$ cat config.mk
export PLATFORM = sky130hd
export DESIGN_NAME = sorted_key_value_merge_sum
export DESIGN_NICKNAME = d
export VERILOG_FILES = /design/src/rtl/core/skvm_pkg.sv /design/src/rtl/core/skvm_front.sv /design/src/rtl/core/skvm_merge.sv /design/src/rtl/core/skvm_res_q.sv /design/src/rtl/core/sorted_key_value_merge_sum.sv
export VERILOG_INCLUDE_DIRS = /design/src /design/src/rtl/core
export SDC_FILE = /design/constraint.sdc
export NUM_CORES = 2
export LEC_CHECK = 0
export ABC_AREA = 1
export BUFFER_PORTS_ARGS = -buffer_cell sky130_fd_sc_hd__buf_2
export CAP_MARGIN = 20
export CORE_MARGIN = 5
export CORE_UTILIZATION = 55
export DETAILED_ROUTE_END_ITERATION = 6
export GPL_TIMING_DRIVEN = 0
export PLACE_DENSITY_LB_ADDON = 0.08
export SLEW_MARGIN = 20
export SYNTH_ARGS = -nofsm -noshare
export SYNTH_HDL_FRONTEND = slang
export SYNTH_SLANG_ARGS = --single-unit
$ cat constraint.sdc
create_clock -name clk_i -period 6.75 [get_ports clk_i]
set_input_delay 0.675 -clock clk_i [delete_from_list [all_inputs] [get_ports clk_i]]
set_output_delay 0.675 -clock clk_i [all_outputs]
set_load 0.05 [all_outputs]
$ cat src/rtl/core/sorted_key_value_merge_sum_assert.svh
// Assertion macros for the sparse merge-sum block.
// Included by the top level; the bodies vanish when SYNTHESIS is defined.
`ifndef SORTED_KEY_VALUE_MERGE_SUM_ASSERT_SVH
`define SORTED_KEY_VALUE_MERGE_SUM_ASSERT_SVH

`ifndef SYNTHESIS
`define SKVM_ASSERT_NEVER(lbl, clk, rst_n, cond, msg) \
  lbl: assert property (@(posedge clk) disable iff (!rst_n) !(cond)) else $error(msg);
`define SKVM_ASSERT_NEXT(lbl, clk, rst_n, ante, cons, msg) \
  lbl: assert property (@(posedge clk) disable iff (!rst_n) (ante) |=> (cons)) else $error(msg);
`else
`define SKVM_ASSERT_NEVER(lbl, clk, rst_n, cond, msg)
`define SKVM_ASSERT_NEXT(lbl, clk, rst_n, ante, cons, msg)
`endif

`endif

$ cat src/rtl/core/skvm_pkg.sv
// Shared types and constants of the sparse merge-sum block.
// No dependencies; imported by every module of the block.
`default_nettype none

package skvm_pkg;

  localparam int unsigned DEPTH      = 32;
  localparam int unsigned KEY_BITS   = 16;
  localparam int unsigned VALUE_BITS = 16;
  localparam int unsigned SUM_BITS   = VALUE_BITS + 1;
  localparam int unsigned CNT_W      = $clog2(DEPTH + 1);
  localparam int unsigned IDX_W      = (DEPTH > 1) ? $clog2(DEPTH) : 1;

  // command and result queue depths (powers of two)
  localparam int unsigned CMD_DEPTH  = 2;
  localparam int unsigned CMD_PTR_W  = (CMD_DEPTH > 1) ? $clog2(CMD_DEPTH) : 1;
  localparam int unsigned CMD_CNT_W  = $clog2(CMD_DEPTH + 1);
  localparam int unsigned RES_DEPTH  = 4;
  localparam int unsigned RES_PTR_W  = (RES_DEPTH > 1) ? $clog2(RES_DEPTH) : 1;
  localparam int unsigned RES_CNT_W  = $clog2(RES_DEPTH + 1);

  typedef enum logic [1:0] {
    KIND_LOAD_A = 2'd0,
    KIND_LOAD_B = 2'd1,
    KIND_RUN    = 2'd2
  } kind_e;

  typedef struct packed {
    logic [1:0]  kind;
    logic [15:0] key;
    logic [15:0] value;
  } in_t;

  typedef struct packed {
    logic [15:0] out_key;
    logic [16:0] out_sum;
    logic        last;
    logic        overflow;
  } res_t;

  typedef struct packed {
    kind_e                 op;
    logic [KEY_BITS-1:0]   key;
    logic [VALUE_BITS-1:0] value;
  } cmd_t;

  typedef struct packed {
    logic                  idle;
    logic [CNT_W-1:0]      cnt_a;
    logic [CNT_W-1:0]      cnt_b;
  } stat_t;

endpackage

`default_nettype wire

$ cat src/rtl/core/skvm_front.sv
// Front end: accepts input items, decodes the kind and queues commands.
// Depends on skvm_pkg.
`default_nettype none

module skvm_front (
  input  wire logic          clk_i,
  input  wire logic          rst_ni,
  input  wire logic          push,
  input  skvm_pkg::in_t      item_i,
  output logic               full,
  output logic               cmd_valid_o,
  output skvm_pkg::cmd_t     cmd_o,
  input  wire logic          cmd_pop_i
);
  import skvm_pkg::*;

  cmd_t                 q_mem [CMD_DEPTH];
  logic [CMD_PTR_W-1:0] wr_ptr_q, wr_ptr_d;
  logic [CMD_PTR_W-1:0] rd_ptr_q, rd_ptr_d;
  logic [CMD_CNT_W-1:0] cnt_q, cnt_d;
  logic                 kind_ok;
  logic                 enq;
  logic                 deq;
  cmd_t                 cmd_new;

  assign full        = (cnt_q == CMD_CNT_W'(CMD_DEPTH));
  assign cmd_valid_o = (cnt_q != '0);
  assign cmd_o       = q_mem[rd_ptr_q];

  // kind 3 is accepted and dropped here
  assign kind_ok = (item_i.kind == KIND_LOAD_A) || (item_i.kind == KIND_LOAD_B) ||
                   (item_i.kind == KIND_RUN);
  assign enq     = push && !full && kind_ok;
  assign deq     = cmd_pop_i && cmd_valid_o;

  always_comb begin
    cmd_new.op    = kind_e'(item_i.kind);
    cmd_new.key   = KEY_BITS'(item_i.key);
    cmd_new.value = VALUE_BITS'(item_i.value);
  end

  always_comb begin
    wr_ptr_d = enq ? wr_ptr_q + CMD_PTR_W'(1) : wr_ptr_q;
    rd_ptr_d = deq ? rd_ptr_q + CMD_PTR_W'(1) : rd_ptr_q;
    cnt_d    = cnt_q + CMD_CNT_W'(enq) - CMD_CNT_W'(deq);
  end

  always_ff @(posedge clk_i or negedge rst_ni) begin
    if (!rst_ni) begin
      wr_ptr_q <= '0;
      rd_ptr_q <= '0;
      cnt_q    <= '0;
    end else begin
      wr_ptr_q <= wr_ptr_d;
      rd_ptr_q <= rd_ptr_d;
      cnt_q    <= cnt_d;
    end
  end

  always_ff @(posedge clk_i) begin
    if (enq) begin
      q_mem[wr_ptr_q] <= cmd_new;
    end
  end

endmodule

`default_nettype wire

$ cat src/rtl/core/skvm_merge.sv
// Back end: holds both pair lists in memories, executes loads and runs the
// two-pointer merge. Depends on skvm_pkg.
`default_nettype none

module skvm_merge (
  input  wire logic          clk_i,
  input  wire logic          rst_ni,
  input  wire logic          cmd_valid_i,
  input  skvm_pkg::cmd_t     cmd_i,
  output logic               cmd_pop_o,
  input  wire logic          res_full_i,
  output logic               res_push_o,
  output skvm_pkg::res_t     res_o,
  output skvm_pkg::stat_t    stat_o
);
  import skvm_pkg::*;

  typedef enum logic [2:0] {
    S_IDLE = 3'b001,
    S_READ = 3'b010,
    S_CMP  = 3'b100
  } state_e;

  typedef struct packed {
    logic [KEY_BITS-1:0]   key;
    logic [VALUE_BITS-1:0] value;
  } pair_t;

  state_e           state_q, state_d;
  logic [CNT_W-1:0] cnt_a_q, cnt_a_d, cnt_b_q, cnt_b_d;
  logic [CNT_W-1:0] ia_q, ia_d, ib_q, ib_d;
  logic             drop_q, drop_d;

  pair_t mem_a [DEPTH];
  pair_t mem_b [DEPTH];
  pair_t rd_a_q, rd_b_q;
  pair_t wr_pair;

  logic             wr_a, wr_b;
  logic             a_left, b_left, take_a, take_b, take_both;
  logic             adv_a, adv_b, last;
  logic [CNT_W-1:0] ia_nxt, ib_nxt;
  logic [SUM_BITS-1:0] sum;

  assign cmd_pop_o = (state_q == S_IDLE) && cmd_valid_i;
  assign wr_pair   = '{key: cmd_i.key, value: cmd_i.value};
  assign wr_a      = cmd_pop_o && (cmd_i.op == KIND_LOAD_A) && (cnt_a_q != CNT_W'(DEPTH));
  assign wr_b      = cmd_pop_o && (cmd_i.op == KIND_LOAD_B) && (cnt_b_q != CNT_W'(DEPTH));

  // list memories: one write port (load), one registered read port (merge)
  always_ff @(posedge clk_i) begin
    if (wr_a) begin
      mem_a[cnt_a_q[IDX_W-1:0]] <= wr_pair;
    end
    if (wr_b) begin
      mem_b[cnt_b_q[IDX_W-1:0]] <= wr_pair;
    end
    rd_a_q <= mem_a[ia_q[IDX_W-1:0]];
    rd_b_q <= mem_b[ib_q[IDX_W-1:0]];
  end

  // two-pointer decision on the pairs read for the current pointers
  always_comb begin
    a_left    = (ia_q < cnt_a_q);
    b_left    = (ib_q < cnt_b_q);
    take_both = a_left && b_left && (rd_a_q.key == rd_b_q.key);
    take_a    = a_left && (!b_left || (rd_a_q.key < rd_b_q.key));
    take_b    = b_left && (!a_left || (rd_b_q.key < rd_a_q.key));
    adv_a     = take_a || take_both;
    adv_b     = take_b || take_both;
    ia_nxt    = ia_q + CNT_W'(adv_a);
    ib_nxt    = ib_q + CNT_W'(adv_b);
    last      = (ia_nxt == cnt_a_q) && (ib_nxt == cnt_b_q);
    if (take_both) begin
      sum = {1'b0, rd_a_q.value} + {1'b0, rd_b_q.value};
    end else if (take_a) begin
      sum = {1'b0, rd_a_q.value};
    end else begin
      sum = {1'b0, rd_b_q.value};
    end
  end

  assign res_push_o     = (state_q == S_CMP) && !res_full_i;
  assign res_o.out_key  = 16'(take_b ? rd_b_q.key : rd_a_q.key);
  assign res_o.out_sum  = 17'(sum);
  assign res_o.last     = last;
  assign res_o.overflow = drop_q;

  assign stat_o.idle  = (state_q == S_IDLE);
  assign stat_o.cnt_a = cnt_a_q;
  assign stat_o.cnt_b = cnt_b_q;

  always_comb begin
    state_d = state_q;
    cnt_a_d = cnt_a_q;
    cnt_b_d = cnt_b_q;
    ia_d    = ia_q;
    ib_d    = ib_q;
    drop_d  = drop_q;
    case (state_q)
      S_IDLE: begin
        if (cmd_pop_o) begin
          case (cmd_i.op)
            KIND_LOAD_A: begin
              if (wr_a) begin
                cnt_a_d = cnt_a_q + CNT_W'(1);
              end else begin
                drop_d = 1'b1;
              end
            end
            KIND_LOAD_B: begin
              if (wr_b) begin
                cnt_b_d = cnt_b_q + CNT_W'(1);
              end else begin
                drop_d = 1'b1;
              end
            end
            KIND_RUN: begin
              ia_d = '0;
              ib_d = '0;
              if ((cnt_a_q == '0) && (cnt_b_q == '0)) begin
                // nothing to merge: clear the flag only
                drop_d = 1'b0;
              end else begin
                state_d = S_READ;
              end
            end
            default: ;
          endcase
        end
      end
      S_READ: begin
        state_d = S_CMP;
      end
      S_CMP: begin
        if (res_push_o) begin
          ia_d = ia_nxt;
          ib_d = ib_nxt;
          if (last) begin
            cnt_a_d = '0;
            cnt_b_d = '0;
            drop_d  = 1'b0;
            state_d = S_IDLE;
          end else begin
            state_d = S_READ;
          end
        end
      end
      default: begin
        state_d = S_IDLE;
      end
    endcase
  end

  always_ff @(posedge clk_i or negedge rst_ni) begin
    if (!rst_ni) begin
      state_q <= S_IDLE;
      cnt_a_q <= '0;
      cnt_b_q <= '0;
      ia_q    <= '0;
      ib_q    <= '0;
      drop_q  <= 1'b0;
    end else begin
      state_q <= state_d;
      cnt_a_q <= cnt_a_d;
      cnt_b_q <= cnt_b_d;
      ia_q    <= ia_d;
      ib_q    <= ib_d;
      drop_q  <= drop_d;
    end
  end

endmodule

`default_nettype wire

$ cat src/rtl/core/skvm_res_q.sv
// Result queue between the merge engine and the output port.
// Depends on skvm_pkg.
`default_nettype none

module skvm_res_q (
  input  wire logic          clk_i,
  input  wire logic          rst_ni,
  input  wire logic          push_i,
  input  skvm_pkg::res_t     res_i,
  output logic               full_o,
  output logic               empty_o,
  input  wire logic          pop_i,
  output skvm_pkg::res_t     res_o
);
  import skvm_pkg::*;

  res_t                 q_mem [RES_DEPTH];
  logic [RES_PTR_W-1:0] wr_ptr_q, wr_ptr_d;
  logic [RES_PTR_W-1:0] rd_ptr_q, rd_ptr_d;
  logic [RES_CNT_W-1:0] cnt_q, cnt_d;
  logic                 enq, deq;

  assign full_o  = (cnt_q == RES_CNT_W'(RES_DEPTH));
  assign empty_o = (cnt_q == '0);
  assign res_o   = q_mem[rd_ptr_q];
  assign enq     = push_i && !full_o;
  assign deq     = pop_i && !empty_o;

  always_comb begin
    wr_ptr_d = enq ? wr_ptr_q + RES_PTR_W'(1) : wr_ptr_q;
    rd_ptr_d = deq ? rd_ptr_q + RES_PTR_W'(1) : rd_ptr_q;
    cnt_d    = cnt_q + RES_CNT_W'(enq) - RES_CNT_W'(deq);
  end

  always_ff @(posedge clk_i or negedge rst_ni) begin
    if (!rst_ni) begin
      wr_ptr_q <= '0;
      rd_ptr_q <= '0;
      cnt_q    <= '0;
    end else begin
      wr_ptr_q <= wr_ptr_d;
      rd_ptr_q <= rd_ptr_d;
      cnt_q    <= cnt_d;
    end
  end

  always_ff @(posedge clk_i) begin
    if (enq) begin
      q_mem[wr_ptr_q] <= res_i;
    end
  end

endmodule

`default_nettype wire

$ cat src/rtl/core/sorted_key_value_merge_sum.sv
// Sparse vector addition by two-pointer merge of two loaded pair lists.
// Loads: one item per cycle while the command queue has room; a load is written into
// its list when the idle merge engine pops it. Run: per result the engine does one
// list memory read, then one compare and push, waiting while the result queue is full.
// Reset clears queues, counts, pointers and the overflow flag; list memories are not
// cleared and their contents are only used below the counts.
`default_nettype none
`include "sorted_key_value_merge_sum_assert.svh"

module sorted_key_value_merge_sum (
  input  wire logic          clk_i,
  input  wire logic          rst_ni,
  input  wire logic          push,
  input  skvm_pkg::in_t      item_i,
  output logic               full,
  output logic               empty,
  input  wire logic          pop,
  output skvm_pkg::res_t     result_o
);
  import skvm_pkg::*;

  logic  cmd_valid, cmd_pop;
  cmd_t  cmd;
  logic  res_push, res_full;
  res_t  res;
  stat_t stat;
  logic  cnt_over, last_push, run_done;

  skvm_front u_front (
    .clk_i       (clk_i),
    .rst_ni      (rst_ni),
    .push        (push),
    .item_i      (item_i),
    .full        (full),
    .cmd_valid_o (cmd_valid),
    .cmd_o       (cmd),
    .cmd_pop_i   (cmd_pop)
  );

  skvm_merge u_merge (
    .clk_i       (clk_i),
    .rst_ni      (rst_ni),
    .cmd_valid_i (cmd_valid),
    .cmd_i       (cmd),
    .cmd_pop_o   (cmd_pop),
    .res_full_i  (res_full),
    .res_push_o  (res_push),
    .res_o       (res),
    .stat_o      (stat)
  );

  skvm_res_q u_res_q (
    .clk_i   (clk_i),
    .rst_ni  (rst_ni),
    .push_i  (res_push),
    .res_i   (res),
    .full_o  (res_full),
    .empty_o (empty),
    .pop_i   (pop),
    .res_o   (result_o)
  );

  assign cnt_over  = (stat.cnt_a > CNT_W'(DEPTH)) || (stat.cnt_b > CNT_W'(DEPTH));
  assign last_push = res_push && res.last;
  assign run_done  = stat.idle && (stat.cnt_a == '0) && (stat.cnt_b == '0);

  `SKVM_ASSERT_NEVER(a_res_overrun, clk_i, rst_ni, res_push && res_full, "result queue overrun")
  `SKVM_ASSERT_NEVER(a_cnt_range, clk_i, rst_ni, cnt_over, "list count beyond depth")
  `SKVM_ASSERT_NEXT(a_last_clears, clk_i, rst_ni, last_push, run_done, "merge busy after last")
  `SKVM_ASSERT_NEVER(a_pop_busy, clk_i, rst_ni, cmd_pop && !stat.idle, "merge busy on pop")

endmodule

`default_nettype wire

==> impl_metrics.toml <==
[detailed_routing]
drt_iter0_markers = 10500
route.detailed.drc = 0
drtPass1Iterations = 6
via_per_inst = 6.43
ant_nets = 0
routed_wirelength_um = 308000
wire_per_inst_um = 30.8
vias = 64400

[finish]
layout-drive-gt1-share_pct = 10.9
syn_to_final_growth_pct = 15.3
fin_area_um2 = 108000
regArea_um2 = 70000
multi_input_area_um2 = 21700
final_nets = 7703
instances_no_fill = 10000
fillCellCount = 12600

[global_routing]
grt_pass1_vias = 59800
grt_pass1_wl_um = 435000
overflow = 0
antenna_found_initial = 18
grt_max_degree = 65
grt_usage_pct = 33.9

[synthesis]
syn_area_per_cell_um2 = 13.1
syn_area_um2 = 93600
synthTopCellsByArea = "edfxtp_1, o21ai_0, nor2_1"
yosysMostFrequentCell = "edfxtp_1"
synthFlopType = "edfxtp_1"
synthTopCellsByCount = "edfxtp_1, nor2_1, o21ai_0"
synth_cell_types = 54
ys_seq_elements = 2359
synth_nets = 7226
synth_top_cell_area_share_pct = 72.4
synthCells = 7121
ys_seq_area_share_pct = 74.8
synth_edf_count = 2256
async_flop_share_pct = 1.65
yosysTopAreaCell = "edfxtp_1"
yosysWarnings = 0

[floorplan]
core_um2 = 169000
die_h_um = 422
initial_utilization_pct = 55.3
io_pins = 75
die_w_um = 422
fp-row-count = 151
die-area_um2 = 178000

[timing]
fmax_ghz = 0.191
setup_tns_ps = 0
hold_viol = 0
finalSetupViolCount = 0
skew_ps = 43.1
min_period_ps = 5230
slew_violations = 0
worstMarginPinSlew_ps = 1200
rsz0062_at_grt = "false"
post-route-period-util_pct = 77.5
timing.slew.headroom_pct = 19.9

[critical_path]
cp-end-kind = "flip-flop"
startpoint_type = "flip-flop"
cp_max_fo = 10
crit_arrival_ps = 6050
reg2reg_setup_slack_ps = 1520
critPathSlowestCell = "ha_1"
path_class = "reg2reg"
slowest_delay_ps = 370
critPathRequiredTime_ps = 7570
cp_common_cell = "nand2_1"

[cts]
clock-sinks = 2359
root_buffer = "clkbuf_16"
ctsResizeCount = 0
path_clk_slew_ps = 70
cts_buffers = 228
h-tree-depth = 4
post-cts-setup-buffers = 0
cts_tree = "done"
clockBufferDepth = 3
clk_latency_ps = 880
hold_buffers = 31

[worst_hold_path]
hold_path.class = "in2reg"

[power_and_ir_drop]
power.total_w = 0.0434
p_int_w = 0.0282
p_comb_share_pct = 28.1
netSwitchingFraction_pct = 35.0
irDropWorstVdd_mv = 0.518
p_seq_share_pct = 43.1
p_leak_nw = 36.5
p_sw_w = 0.0152
pwr-share-clk_pct = 28.7
powerDensity_nw_per_um2 = 402

[status]
outcome = "finished, final reports clean"

[placement]
hpwl_um = 212000
port_buffers = 74
dp.cells = 9555
place_area_um2 = 100000
gp_congestion = 0.941

[run]
drv_cap = 0
through the flow:
| step | util [%] | setup slack (ps) | hold WS [ps] |
|---|---|---|---|
| 5_1_grt | 63.7 | 1160 | 28.9 |
| 3_3_place_gp | 57.1 | -2140 | 517 |
| 3_5_place_dp | 59.3 | 1520 | 557 |
| 4_1_cts | 63.7 | 1530 | 0.0838 |
| 6_report | 63.7 | 1520 | 62.4 |
| 2_1_floorplan | - | 1600 | 379 |
worst max-delay path, delay by kind of cell (launching register included):
kind                     cells  cell delay, ps
adder cells (fa/ha/maj)      3             900
buffers and inverters        6            1280
AND/OR/NAND/NOR             14            2410
flip-flops                   1             320
AO/OA/AOI/OAI                2             280
cell families (layout without fill, tap and decap cells):
family	after synthesis	in the layout	synth area share, %
multiplexers	136	136	1.56
buffers and inverters	603	1266	2.71
flip-flops	2359	2359	74.8
other	0	5	0
AO/OA/AOI/OAI	1935	1935	11.4
AND/OR/NAND/NOR	1998	1998	8.44
XOR/XNOR	23	23	0.215
adder cells (fa/ha/maj)	67	67	0.912
path summary, 6_finish.rpt:
check / startpoint / endpoint / depth (start not counted)
hold / removal: item_i[0] / u_front.q_mem[1][0]$_DFFE_PP_ / 1
setup / recovery: u_merge.cnt_a_q[3]$_DFFE_PN0P_ / u_merge.cnt_b_q[2]$_DFFE_PN0P_ / 25
max in group asynchronous: rst_ni / u_merge.state_q[0]$_DFFE_PN1P_ / 3
hold reg to reg: u_front.cnt_q[1]$_DFF_PN0_ / u_front.cnt_q[1]$_DFF_PN0_ / 2
min in group asynchronous: rst_ni / u_res_q.cnt_q[0]$_DFF_PN0_ / 2
setup reg to reg: u_merge.cnt_a_q[3]$_DFFE_PN0P_ / u_merge.cnt_b_q[2]$_DFFE_PN0P_ / 25
area by class of cell:
| class | instances | share of cell area, % |
|---|---|---|
| flip-flops and latches | 2359 | 64.9 |
| multi-input cells | 4159 | 20.1 |
| clock buffers | 301 | 5.79 |
| repair buffers | 247 | 3.37 |
| well taps | 2218 | 2.57 |
| plain buffers | 460 | 1.85 |
| clock inverters | 115 | 0.903 |
| inverters | 143 | 0.502 |
| diodes | 5 | 0.0116 |
placed cells by master (no fill, tap or decap), drive strengths merged, types with 64 or more instances in the layout:
master  count
a21oi      98
buf       370
clkbuf    607
clkinv     97
dfxtp      64
edfxtp   2256
ha         65
inv       140
mux2       77
nand2     561
nand3     136
nor2     1254
o21ai    1199
o22ai     563
flip-flops by register name (all words and copies together), names as in the netlist, 3 cells and up:
name	cells
u_merge.ia_q	6
u_merge.cnt_a_q	6
u_front.q_mem	68
u_res_q.cnt_q	3
u_merge.mem_a	1024
u_merge.ib_q	6
u_merge.state_q	3
u_merge.mem_b	1024
u_merge.rd_a_q	32
u_merge.rd_b_q	32
u_merge.cnt_b_q	6
u_res_q.q_mem	140
power by group through the flow:
stage / sequential (W) / clock (W) / combinational, W
floorplan: 0.0189 / 0 / 0.00639
global placement: 0.0191 / 0 / 0.0111
detailed placement: 0.0190 / 0 / 0.0118
CTS: 0.0187 / 0.0125 / 0.0119
global route: 0.0187 / 0.0132 / 0.0128
finish: 0.0187 / 0.0125 / 0.0122
layer usage:
layer	vias to the layer above	global-route usage (%)	share of wire, %
li1	27300	-	-
met1	32100	49.5	39
met2	4337	49.7	43
met3	637	10.6	14
met4	14	10.0	3.4
met5	-	0	0.034
(Power assumes the default switching activity.)
